`src/aes128_block_cipher_defines.svh`:
```
// assertion macros for the aes-128 engine
`ifndef AES128_BLOCK_CIPHER_DEFINES_SVH
`define AES128_BLOCK_CIPHER_DEFINES_SVH
`ifndef SYNTHESIS
`define AES_ASSERT_IMP(label, clk, rst, ante, cons) \
  label: assert property (@(posedge clk) disable iff (rst) (ante) |-> (cons)) \
    else $error("assertion failed");
`define AES_ASSERT_NXT(label, clk, rst, ante, cons) \
  label: assert property (@(posedge clk) disable iff (rst) (ante) |=> (cons)) \
    else $error("assertion failed");
`else
`define AES_ASSERT_IMP(label, clk, rst, ante, cons)
`define AES_ASSERT_NXT(label, clk, rst, ante, cons)
`endif
`endif

```
`src/aes_pkg.sv`:
```
`timescale 1ns / 1ps
package aes_pkg;

  localparam int NUM_ROUND_KEYS = 11;
  localparam int LAST_ROUND = NUM_ROUND_KEYS - 1;
  localparam int ROUND_W = $clog2(NUM_ROUND_KEYS);

  localparam logic CFG_KEY_HIGH = 1'b0;
  localparam logic CFG_KEY_LOW = 1'b1;

  localparam logic KIND_ENCRYPT = 1'b0;
  localparam logic KIND_DECRYPT = 1'b1;

  // datapath commands from the controller
  typedef struct packed {
    logic load;                  // take the input block, add the first round key
    logic step;                  // run one round
    logic dec;                   // decrypt direction
    logic [ROUND_W-1:0] round;   // round index of the step, 0..10
    logic key_start;             // start key expansion
    logic capture;               // copy the finished block to the output register
  } aes_cmd_t;

  typedef struct packed {
    logic key_busy;
  } aes_stat_t;

  function automatic logic [7:0] xtime(input logic [7:0] v);
    xtime = {v[6:0], 1'b0} ^ (v[7] ? 8'h1b : 8'h00);
  endfunction

  function automatic logic [7:0] gmul(input logic [7:0] a, input logic [7:0] b);
    logic [7:0] p;
    logic [7:0] x;
    p = 8'h00;
    x = a;
    for (int i = 0; i < 4; i++) begin
      if (b[i]) p = p ^ x;
      x = xtime(x);
    end
    gmul = p;
  endfunction

  function automatic logic [7:0] rotl(input logic [7:0] v, input int n);
    rotl = (v << n) | (v >> (8 - n));
  endfunction

  // GF(2^8) inverse by x^254, square-and-multiply, then affine map
  function automatic logic [7:0] gmul8(input logic [7:0] a, input logic [7:0] b);
    logic [7:0] p;
    logic [7:0] x;
    p = 8'h00;
    x = a;
    for (int i = 0; i < 8; i++) begin
      if (b[i]) p = p ^ x;
      x = xtime(x);
    end
    gmul8 = p;
  endfunction

  function automatic logic [7:0] sbox_calc(input logic [7:0] x);
    logic [7:0] inv;
    logic [7:0] base;
    inv = 8'h01;
    base = x;
    for (int i = 0; i < 8; i++) begin
      if (i != 0) inv = gmul8(inv, base);
      base = gmul8(base, base);
    end
    if (x == 8'h00) inv = 8'h00;
    sbox_calc = inv ^ rotl(inv, 1) ^ rotl(inv, 2) ^ rotl(inv, 3) ^ rotl(inv, 4) ^ 8'h63;
  endfunction

  typedef logic [7:0] sbox_t [256];

  function automatic sbox_t build_fwd();
    sbox_t t;
    for (int i = 0; i < 256; i++) t[i] = sbox_calc(8'(i));
    return t;
  endfunction

  function automatic sbox_t build_inv();
    sbox_t t;
    for (int i = 0; i < 256; i++) t[sbox_calc(8'(i))] = 8'(i);
    return t;
  endfunction

  localparam sbox_t FWD_SBOX = build_fwd();
  localparam sbox_t DEC_SBOX = build_inv();

  // byte i of a 128-bit word, byte 0 at the top
  function automatic logic [7:0] byte_of(input logic [127:0] w, input int i);
    byte_of = w[127 - 8*i -: 8];
  endfunction

endpackage

```
`src/aes_ctrl.sv`:
```
`timescale 1ns / 1ps
module aes_ctrl (
  input  logic               clk,
  input  logic               rst,
  input  logic               cfg_write,
  input  logic               in_fire,
  input  logic               in_kind,
  input  logic               out_fire,
  input  aes_pkg::aes_stat_t stat,
  output aes_pkg::aes_cmd_t  cmd,
  output logic [aes_pkg::ROUND_W-1:0] rk_addr,
  output logic               in_ready,
  output logic               out_valid,
  output logic               cfg_ready
);

  typedef enum logic [3:0] {
    S_IDLE = 4'b0001,
    S_ADD  = 4'b0010,
    S_RUN  = 4'b0100,
    S_DONE = 4'b1000
  } state_t;

  state_t st, st_next;
  logic dec;
  logic [aes_pkg::ROUND_W-1:0] rnd;
  logic kstart;
  logic out_full;
  logic take;

  always_ff @(posedge clk) begin
    if (rst) begin
      kstart <= 1'b1;
    end else begin
      kstart <= cfg_write;
    end
  end

  // finished block moves to the output register once that is free
  assign take = (st == S_DONE) && (!out_full || out_fire);

  always_comb begin
    st_next = st;
    unique case (st)
      S_IDLE: if (in_fire) st_next = S_ADD;
      S_ADD: st_next = S_RUN;
      S_RUN: if (rnd == aes_pkg::ROUND_W'(aes_pkg::LAST_ROUND)) st_next = S_DONE;
      S_DONE: if (take) st_next = S_IDLE;
      default: st_next = S_IDLE;
    endcase
  end

  always_ff @(posedge clk) begin
    if (rst) begin
      st <= S_IDLE;
      dec <= 1'b0;
      rnd <= '0;
      out_full <= 1'b0;
    end else begin
      st <= st_next;
      if (in_fire) begin
        dec <= in_kind;
        rnd <= '0;
      end else if (st == S_ADD || st == S_RUN) begin
        rnd <= rnd + 1'b1;
      end
      if (take) begin
        out_full <= 1'b1;
      end else if (out_fire) begin
        out_full <= 1'b0;
      end
    end
  end

  // key read is issued in the cycle before its use: the ram read is registered
  always_comb begin
    logic [aes_pkg::ROUND_W-1:0] nr;
    nr = in_fire ? '0 : rnd + 1'b1;
    if (in_fire) begin
      rk_addr = in_kind ? aes_pkg::ROUND_W'(aes_pkg::LAST_ROUND) : '0;
    end else begin
      rk_addr = dec ? aes_pkg::ROUND_W'(aes_pkg::LAST_ROUND) - nr : nr;
    end
  end

  assign cmd.load = (st == S_ADD) && !dec;
  assign cmd.step = (st == S_ADD) || (st == S_RUN);
  assign cmd.dec = dec;
  assign cmd.round = rnd;
  assign cmd.key_start = kstart;
  assign cmd.capture = take;
  assign in_ready = (st == S_IDLE) && !stat.key_busy && !cfg_write;
  assign out_valid = out_full;
  assign cfg_ready = (st == S_IDLE);

endmodule

```
`config.mk`:
```
export PLATFORM = sky130hd
export DESIGN_NAME = aes_ctrl
export DESIGN_NICKNAME = d
export VERILOG_FILES = /design/src/aes128_block_cipher_defines.svh /design/src/aes_pkg.sv /design/src/aes_ctrl.sv
export SDC_FILE = /design/constraint.sdc
export NUM_CORES = 1
export LEC_CHECK = 0
export BUFFER_PORTS_ARGS = -buffer_cell sky130_fd_sc_hd__buf_4
export CORE_MARGIN = 3
export CORE_UTILIZATION = 40
export CTS_CLUSTER_SIZE = 14
export DETAILED_ROUTE_END_ITERATION = 6
export GPL_ROUTABILITY_DRIVEN = 0
export PLACE_DENSITY = 0.68
export SLEW_MARGIN = 15
export SYNTH_ARGS = -nofsm -noshare
export SYNTH_HDL_FRONTEND = slang
export SYNTH_SLANG_ARGS = --single-unit
```
`constraint.sdc`:
```
create_clock -name clk -period 1.5 [get_ports clk]
set_input_delay 0 -clock clk [delete_from_list [all_inputs] [get_ports clk]]
set_output_delay 0 -clock clk [all_outputs]
set_load 0.01 [all_outputs]
```
# ---- Yosys cells after proc, flatten, opt, wreduce, memory -nomap -nowiden
# Cells that the tools add are included.
dict set report totals {
  ram_bits 0
  ff_bits 11
  word_cells 38
  memories 0
  in_bits 7
  mem_bits_ro 0
  latch_bits 0
}
dict set report op_classes {
  n_div 0
  mul 0
  magnitude_cmp 0
  shift 0
  n_mux 10
  add_sub_neg 2
  n_reduce_logical 13
  bitwise_logic 0
  eq_ne 8
}
# operator n
set ops {}
lappend ops {{4-bit two-way mux} 7}
lappend ops {{4-bit case mux with 4 select lines} 1}
lappend ops {{4-bit == test, second input constant} 2}
lappend ops {{2-bit != test, second input constant} 3}
lappend ops {{4-bit by 1-bit adder with 4-bit output, second input constant} 1}
lappend ops {{4-bit by 1-bit == test with 1-bit output, second input constant} 1}
lappend ops {{4-bit by 2-bit == test with 1-bit output, second input constant} 1}
lappend ops {{4-bit by 3-bit == test with 1-bit output, second input constant} 1}
lappend ops {{1-bit logical AND} 4}
lappend ops {{1-bit zero test} 4}
lappend ops {{4-bit subtractor, first input constant} 1}
lappend ops {{3-bit AND reduction} 1}
lappend ops {{1-bit logical OR} 2}
lappend ops {{1-bit two-way mux} 2}
lappend ops {{2-bit nonzero test} 1}
lappend ops {{2-bit OR reduction} 1}

# ---- Depth between registers and ports, before layout
# Gate-level depths: netlist of run 1.
dict set report depth {
  ltp_word 5
  depth_mapped 7
  ltp_nobuf 7
}

# ---- Worst setup path after synthesis of run 1
# No wires, ideal clock.
dict set report synth_timing {
  kind {reg-to-output}
  startpoint {reg rnd[0] (netlist name)}
  endpoint {out rk_addr[1] (netlist name)}
  path_stages_with_launch 7
  t_arrival_ps 1731
  slack_ps -231
  path_buffers 0
  path_cell_list {dfxtp_1 -> inv_1 -> ha_1 -> nor2_1 -> ha_1 -> mux2_2 -> o21ai_0}
}
dict set report synth_via {
  elab_chain_cells 5
}
# item line_no
set synth_lines {}
lappend synth_lines {{start, declared} aes_ctrl.sv:26} ;# logic [aes_pkg::ROUND_W-1:0] rnd;
lappend synth_lines {{start signal, assigned} aes_ctrl.sv:65} ;# rnd <= rnd + 1'b1;
lappend synth_lines {{4-bit by 1-bit adder with 4-bit output (*)} aes_ctrl.sv:78} ;# nr = in_fire ? '0 : rnd + 1'b1;
lappend synth_lines {{4-bit two-way mux (*)} aes_ctrl.sv:78}
lappend synth_lines {{4-bit subtractor} aes_ctrl.sv:82} ;# rk_addr = dec ? aes_pkg::ROUND_W'(aes_pkg::LAST_ROUND) - nr : nr;
lappend synth_lines {{4-bit two-way mux (*)} aes_ctrl.sv:82}
lappend synth_lines {{4-bit two-way mux (*)} aes_ctrl.sv:79} ;# if (in_fire) begin
lappend synth_lines {{end, declared} aes_ctrl.sv:11} ;# output logic [aes_pkg::ROUND_W-1:0] rk_addr,
# Mark *: on every way between the ends. The rest lies on a longest branch, timed or not.

# ---- Worst setup path in the final report of run 1
# Same ends and word-level chain as after synthesis.

==> flow_summary.yaml, run 1 <==
routing:
  dr_wl_met2_microns: 962
  wl_met1_microns: 862
  via_per_inst: 5.274
  routed_wl_mm: 1.950
  vias: 712
  top_layer: "met4"
  drtPass1Iterations: 4
  routed-wl-met3_microns: 116
  antenna_left: 0
  drcViolationCount: 0
  drtIter0Drc: 11
  post_drt_wl_per_cell_microns: 14.44
die:
  rows: 14
  initial_core_util_pct: 44.22
  die-area_sq_um: 2258
  die-height_microns: 47.52
  die_x_microns: 47.52
  core_sq_um: 1559
  io_pins: 23
synthesis:
  syn_avg_cell_area_sq_um: 8.839
  synth_cell_types: 31
  ys_ff_latch: 11
  yosysWarnings: 0
  syn_inst: 78
  synth-edff-count: 0
  syn-cell-area_sq_um: 689.4
  synth_flop_cell: "dfxtp_1"
  synthArstFlopShare_pct: 0
  yosysSeqAreaShare_pct: 31.94
  synth_nets: 88
global_route:
  grt_max_degree: 17
  grt_antenna_before_repair: 0
  grt_pass1_wl_mm: 2.787
  grt_use_total_pct: 17.74
  overflow: 0
  grt_pass1_vias: 684
sta:
  rsz0062_at_grt: "true"
  relSlewSlack_pct: 78.08
  fin_crit_sh_pct: 113.3
  setup_viol: 7
  final.min_clock_period_ns: 1.699
  tns_ns: -0.6086
  worst_pin_slew_ns: 0.3243
  fin_ws_ns: -0.1992
  skew_ns: 0.002938
  timing.fmax_mhz: 588.5
  holdWs_ns: 0.03464
  hold_viol: 0
  drv_slew: 0
worst_setup_path:
  crit_chain: "inv_4 -> ha_4 -> nor2_4 -> ha_4 -> mux2_4 -> o21ai_2 -> buf_4"
  cp-end-kind: "primary output"
  cpPeakStageDelay_ns: 0.38
  worstSetupPathType: "flip-flop to primary output"
  crit_required_ns: 1.50
  slowest_stage: "dfxtp_4"
  r2r_start: "st[0]"
  worstPathArrival_ns: 1.70
  cp_max_fo: 4
  critPathLaunch: "rnd[0]"
  crit_top_cell: "ha_4"
  start_kind: "flip-flop"
layout:
  multi_input_area_sq_um: 496.7
  regArea_sq_um: 235.2
  syn2layout_area_growth_pct: 64.06
  n_antenna_cell: 0
  nFillCells: 125
  stdcell_area_sq_um: 1131
  nets: 130
  drive_above_1_share_pct: 60.50
placed_design:
  port_buffers: 22
  place_area_sq_um: 927.1
  dp_hpwl_mm: 1.118
  dp_slack_ns: -0.04446
cts:
  cts.clk_slew.worst_paths_ns: 0.08
  clock-sinks: 11
  numCtsBuffers: 3
  insertion_delay_ns: 0.27
  clockBufferDepth: 2
  cts_tree: "built"
  clockRootBuffer: "clkbuf_4"
  htreeDepth: 1
worst_hold_path:
  hold_class: "input port to flip-flop"
  worstHoldStart: "in_fire"
pwr:
  ir_worst_vdd_v: 0.0004450
  power_density_nw_per_um2: 678.1
  p_total_mw: 0.7670
  leakage_nw: 0.4811
flow_run:
  maxCapViolations: 0
run_status:
  status: "finished with violations"
  violations: "setup timing"
[layout by cell type (no fill, tap or decap), drive strengths merged]
cell         instances
buf                 41
dfxtp               11
nor2                10
xnor2                5
or4b                 4
xor2                 4
nand2                4
o21ai                4
clkbuf               4
nor3                 4
nand2b               3
a21oi                3
ha                   3
nand3                2
o22ai                2
dlygate4sd3          2
inv                  2
and2b                1
and2                 1
mux2                 1
o311ai               1
or2                  1
o22a                 1
a211oi               1
nor4b                1
a2111oi              1
nor3b                1
o21a                 1
[path summary, 6_finish.rpt]
path / to / slack [ns] / cells past startpoint
min reg2reg: st[0] / 0.55 / 2
min: rnd[1] / 0.03 / 2
max reg2reg: st[3] / 0 / 4
max: rk_addr[1] / -0.20 / 7
[cell usage after synthesis, drive strengths merged (2+ instances only)]
cell type | count | share of area, %
dfxtp | 11 | 32
nor2 | 10 | 5.4
buf | 5 | 4.9
xnor2 | 5 | 6.4
nand2 | 4 | 2.2
nor3 | 4 | 3.6
o21ai | 4 | 2.9
or4b | 4 | 6.9
xor2 | 4 | 5.1
a21oi | 3 | 2.2
ha | 3 | 5.4
nand2b | 3 | 2.7
inv | 2 | 1.1
nand3 | 2 | 1.5
o22ai | 2 | 2.7
[metrics by stage]
step,util (%),instances
floorplan,-,78
global placement,59.47,121
detailed placement,59.47,121
CTS,69.58,134
global route,72.55,135
finish,72.55,135
[state kept, by name, summed over array words and instances (netlist names)]
register   cells
kstart         1
st             4
rnd            4
dec            1
out_valid      1
[power breakdown]
part	internal [mW]	switching (mW)
sequential	0.302	0.0165
clock	0.103	0.113
combinational	0.131	0.101
[metal layers]
| layer | global-route usage (%) | up-vias |
|---|---|---|
| met5 | 0 | - |
| li1 | - | 355 |
| met2 | 32.35 | 24 |
| met1 | 19.69 | 331 |
| met3 | 3.759 | 2 |
| met4 | 7.182 | 0 |
[cell type report]
class / count / area share [%]
clock buffer: 4 / 2.323
sequential: 11 / 20.80
inverter: 2 / 0.8850
timing repair buffer: 43 / 30.31
tap: 16 / 1.770
multi-input combinational: 59 / 43.92
[logic make-up (layout without fill, tap and decap cells)]
| logic type | Yosys count | count (layout) | synth area share [%] |
|---|---|---|---|
| adders and majority gates | 3 | 3 | 5.445 |
| and+or+nand+nor | 32 | 32 | 27.59 |
| xor gates and xnor gates | 9 | 9 | 11.43 |
| DFF | 11 | 11 | 31.94 |
| AOI/OAI and AO/OA | 14 | 14 | 15.43 |
| muxes | 1 | 1 | 1.633 |
| buffers and inverters | 8 | 49 | 6.533 |
[worst max-delay path: cells and delay by family (launching register included)]
family          cells  cell delay, ns
simple gates        1            0.04
compound gates      1            0.10
mux                 1            0.25
fa+ha+maj           2            0.49
buf+inv             2            0.16
flops               1            0.38
[repair_timing]
action | CTS | global route
endpoints found under the setup margin | 9 | 10
pin swaps | 7 | 3
setup buffers | 7 | 1
resized for setup | 19 | 11
gates cloned | 0 | 0
endpoints found under the hold margin | 2 | 0
hold buffers | 2 | 0
(Power assumes the default switching activity.)
==> inputs of run 2 (changes only) <==
- HOLD_SLACK_MARGIN: not set -> 0.06
==> run 2 against run 1 <==
The run still ends with setup timing left. Sequential cell count did not move. Clock skew is 0.0024 ns lower. Design area grew 2.0%. Global-route usage grew 1.4 points. Worst setup slack lost 0.032 ns. Power increased by 0.67%. First-iteration DRC count down 36%. Sequential power about the same.
==> flow_summary.yaml, run 2 (same netlist as run 1, synthesis figures left out) <==
die:
  rows: 14
  die-height_microns: 47.52
  die_x_microns: 47.52
  io_pins: 23
  die-area_sq_um: 2258
  initial_core_util_pct: 44.22
  core_sq_um: 1559
cts:
  htreeDepth: 1
  clockRootBuffer: "clkbuf_4"
  cts.clk_slew.worst_paths_ns: 0.08
  cts_tree: "built"
  numCtsBuffers: 3
  insertion_delay_ns: 0.27
  clockBufferDepth: 2
  clock-sinks: 11
global_route:
  overflow: 0
  grt_max_degree: 14
  grt_pass1_wl_mm: 2.987
  grt_pass1_vias: 704
  grt_antenna_before_repair: 0
  grt_use_total_pct: 19.11
worst_setup_path:
  cp-end-kind: "primary output"
  crit_required_ns: 1.50
  worstPathArrival_ns: 1.73
  slowest_stage: "dfxtp_4"
  crit_top_cell: "buf_4"
  cp_max_fo: 4
  cpPeakStageDelay_ns: 0.36
  crit_chain: "buf_4 -> nor2_1 -> ha_4 -> mux2_4 -> o21ai_2 -> buf_4"
  worst-path-buf-inv: 2
  reg2reg_to: "st[3]"
  cp_top_family: "flip-flops"
  start_kind: "flip-flop"
  rr_worst_depth: 4
  rrSetupSlack_ns: 0.02
  critPathLaunch: "rnd[0]"
  r2r_start: "st[0]"
  worstSetupPathType: "flip-flop to primary output"
sta:
  holdWs_ns: 0.06824
  final.min_clock_period_ns: 1.732
  timing.fmax_mhz: 577.5
  fin_ws_ns: -0.2315
  hold_viol: 0
  drv_slew: 0
  tns_ns: -0.6381
  setup_viol: 6
  fin_crit_sh_pct: 115.4
  rsz0062_at_grt: "true"
  worst_pin_slew_ns: 0.3814
  relSlewSlack_pct: 74.25
  skew_ns: 0.0005768
routing:
  drcViolationCount: 0
  post_drt_wl_per_cell_microns: 13.61
  via_per_inst: 5.116
  drtIter0Drc: 7
  antenna_left: 0
  vias: 706
  routed_wl_mm: 1.878
  drtPass1Iterations: 4
layout:
  instances_no_fill: 138
  syn2layout_area_growth_pct: 67.33
  nFillCells: 125
  top_regs: "rnd (4), st (4)"
  n_antenna_cell: 0
  drive_above_1_share_pct: 57.38
  nets: 133
  final_cell_mix: "buf_4 (37), nor2_1 (8), xnor2_1 (5), dfxtp_1 (5), dlygate4sd3_1 (5)"
  final_common_cell: "buf_4"
pwr:
  ir_worst_vdd_v: 0.0004450
  leakage_nw: 0.4893
  power_density_nw_per_um2: 669.3
  p_total_mw: 0.7721
run_status:
  violations: "setup timing"
  status: "finished with violations"
placed_design:
  dp_slack_ns: -0.04446
  placed_cells: 121
  dp_hpwl_mm: 1.118
  port_buffers: 22
worst_hold_path:
  hold_path_end: "st[1]"
  hold_depth: 2
  hold_class: "input port to flip-flop"
  worstHoldStart: "in_fire"
flow_run:
  maxCapViolations: 0
## run 2: timing repair
item,in CTS,in global routing
pin swaps,7,3
buffers inserted,7,1
setup endpoints to repair,9,10
resized for setup,19,7
hold buffers,5,0
endpoints found under the hold margin,11,0
## run 2: worst max path at each step
stage	slack, ns	endpoint	depth (start not counted)
after CTS	-0.23	rk_addr[1]	7
after detailed placement	-0.04	rk_addr[1]	7
after global routing	-0.29	rk_addr[3]	6
after floorplan	0.008	rk_addr[1]	6
after global placement	-0.01	rk_addr[1]	7
final	-0.23	rk_addr[1]	6
## run 2: power by group
| part | internal, mW | switching (mW) |
|---|---|---|
| sequential | 0.302 | 0.0143 |
| combinational | 0.136 | 0.103 |
| clock | 0.103 | 0.114 |
| total | 0.541 | 0.231 |
## run 2: through the flow
stage / cell area (sq um) / util (%)
floorplan: 696.9 / -
global placement: 927.1 / 59.47
detailed placement: 927.1 / 59.47
CTS: 1115 / 71.51
global route: 1154 / 74.00
finish: 1154 / 74.00
## run 2: per-layer routing
| layer | part of all wire [%] | track usage (%) | up-vias |
|---|---|---|---|
| li1 | - | - | 361 |
| met1 | 46 | 22.60 | 325 |
| met2 | 49 | 33.96 | 18 |
| met3 | 4.2 | 3.383 | 2 |
| met4 | 0.91 | 7.182 | 0 |
| met5 | 0 | 0 | - |
## run 2: cell type report
cell class	instances	area, sq um	share of cell area [%]
Timing Repair Buffer	46	372.9	32.32
Inverter	2	7.507	0.6508
Tap cell	16	20.02	1.735
Clock buffer	4	26.28	2.278
Sequential cell	11	235.2	20.39
Multi-Input combinational cell	59	491.7	42.62
==> inputs of run 3 (changes only) <==
- CORE_UTILIZATION: 40 -> 43
- PLACE_DENSITY: 0.68 -> 0.73
==> run 3 against run 2 <==
The run still ends with setup timing left. Die area shrank 6.1%. Final cell count grew 2.2%. Via count is 22% higher. First-iteration DRC count grew to 4.3 times the previous value. Sequential cell count unchanged. Non-clock buffer count is 4 higher. Worst hold slack better by 0.026 ns. Fmax down 1.0%. Register-to-register slack got worse by 0.02 ns. Clock skew rose by 0.0054 ns. Core utilization up 18 points. Highest routed layer unchanged.
==> flow_summary.yaml, run 3 (same netlist as run 1, synthesis figures left out) <==
run_status:
  status: "finished with violations"
  violations: "setup timing"
sta:
  drv_slew: 0
  timing.fmax_mhz: 571.7
  final.min_clock_period_ns: 1.749
  skew_ns: 0.005998
  fin_crit_sh_pct: 116.6
  holdWs_ns: 0.09460
  setup_viol: 6
  fin_ws_ns: -0.2492
  relSlewSlack_pct: 77.82
  tns_ns: -0.8948
  hold_viol: 0
  worst_pin_slew_ns: 0.3280
  rsz0062_at_grt: "true"
worst_setup_path:
  slowest_stage: "dfxtp_4"
  cp_max_fo: 3
  critPathLaunch: "rnd[1]"
  reg2reg_to: "st[3]"
  cp-end-kind: "primary output"
  rr_worst_depth: 4
  worstPathArrival_ns: 1.75
  cpPeakStageDelay_ns: 0.36
  crit_end: "rk_addr[3]"
  crit_required_ns: 1.50
  r2r_start: "st[1]"
  crit_chain: "buf_6 -> ha_4 -> xnor2_4 -> o311ai_4 -> xnor2_1 -> o21ai_1 -> buf_4"
  rrSetupSlack_ns: 0
  worstSetupPathType: "flip-flop to primary output"
  start_kind: "flip-flop"
placed_design:
  dp_hpwl_mm: 1.242
  place_area_sq_um: 933.4
  placed_cells: 121
  dp_slack_ns: -0.08237
  port_buffers: 22
layout:
  n_antenna_cell: 0
  fin_util_pct: 91.77
  multi_input_area_sq_um: 570.5
  top_regs: "rnd (4), st (4)"
  nFillCells: 47
  syn2layout_area_growth_pct: 86.21
  regArea_sq_um: 240.2
  final_common_cell: "buf_4"
  final_cell_mix: "buf_4 (36), nor2_1 (8), buf_6 (8), dlygate4sd3_1 (6)"
  instances_no_fill: 141
  drive_above_1_share_pct: 62.70
  nets: 137
  stdcell_area_sq_um: 1284
routing:
  drtIter0Drc: 30
  antenna_left: 0
  post_drt_wl_per_cell_microns: 21.45
  drtPass1Iterations: 4
  drcViolationCount: 0
  vias: 861
  via_per_inst: 6.106
  routed_wl_mm: 3.025
flow_run:
  maxCapViolations: 0
pwr:
  power_density_nw_per_um2: 641.7
  p_total_mw: 0.8238
  leakage_nw: 0.5170
  netSwitchingPower_mw: 0.2642
  internal_power_mw: 0.5596
  clockPowerShare_pct: 25.7
  switching_share_pct: 32.07
  ir_worst_vdd_v: 0.0006047
  power_frac_seq_pct: 38.8
  pwr-share-comb_pct: 35.5
global_route:
  grt_max_degree: 15
  overflow: 0
  grt_pass1_vias: 788
  grt_use_total_pct: 26.12
  grt_antenna_before_repair: 0
  grt_pass1_wl_mm: 3.781
cts:
  cts_tree: "built"
  htreeDepth: 1
  clock-sinks: 11
  insertion_delay_ns: 0.28
  clockRootBuffer: "clkbuf_4"
  numCtsBuffers: 3
  cts.clk_slew.worst_paths_ns: 0.08
  clockBufferDepth: 2
die:
  die-height_microns: 46.04
  rows: 13
  die_x_microns: 46.04
  die-area_sq_um: 2120
  io_pins: 23
  core_sq_um: 1399
  initial_core_util_pct: 49.28
worst_hold_path:
  hold_class: "input port to flip-flop"
==> run 3: cell types whose count changed in the layout (fill, tap and decap cells not counted), sizes merged <==
cell,delta
buf,+3
dlygate4sd3,+1
==> run 3: worst min-delay path by stage <==
stage	from	slack, ns	cells past startpoint	endpoint
2_1_floorplan	cfg_write	0.05	1	in_ready
3_3_place_gp	cfg_write	0.20	2	kstart
3_5_place_dp	cfg_write	0.21	2	kstart
4_1_cts	out_fire	0.07	3	out_valid
5_1_grt	out_fire	0.12	3	out_valid
6_report	out_fire	0.09	3	out_valid
==> run 3: layout make-up <==
class	count	share of cell area, %
Multi-Input combinational cell	59	44.44
Timing Repair Buffer	50	32.75
Sequential cell	11	18.71
Clock buffer	4	2.047
Tap cell	15	1.462
Inverter	2	0.5848
==> run 3: metal layers <==
layer / wire length [microns] / vias to the layer above / GRT usage, %
li1: - / 370 / -
met1: 1093 / 411 / 29.25
met2: 1473 / 53 / 45.88
met3: 270 / 27 / 7.905
met4: 188 / 0 / 9.091
met5: 0 / - / 0
==> run 3: power by group through the flow <==
stage	clock network (mW)	registers [mW]	logic, mW
detailed placement	0	0.325	0.184
global route	0.228	0.320	0.310
global placement	0	0.325	0.178
floorplan	0	0.325	0.101
CTS	0.210	0.317	0.239
finish	0.212	0.320	0.292
==> run 3: what timing repair did <==
action | 4_1_cts | 5_1_grt
setup endpoints to repair | 9 | 12
pin swaps | 10 | 7
endpoints found under the hold margin | 10 | 0
gates cloned | 0 | 0
gates resized for setup | 29 | 16
setup buffers | 9 | 1
hold buffers | 6 | 0
==> run 3: critical path: cells and delay by family, from the launching register on <==
kind	cells	cell delay, ns
adder cells (fa/ha/maj)	1	0.18
AO/OA/AOI/OAI	2	0.31
XOR/XNOR	2	0.33
flip-flops	1	0.36
buffers and inverters	2	0.29
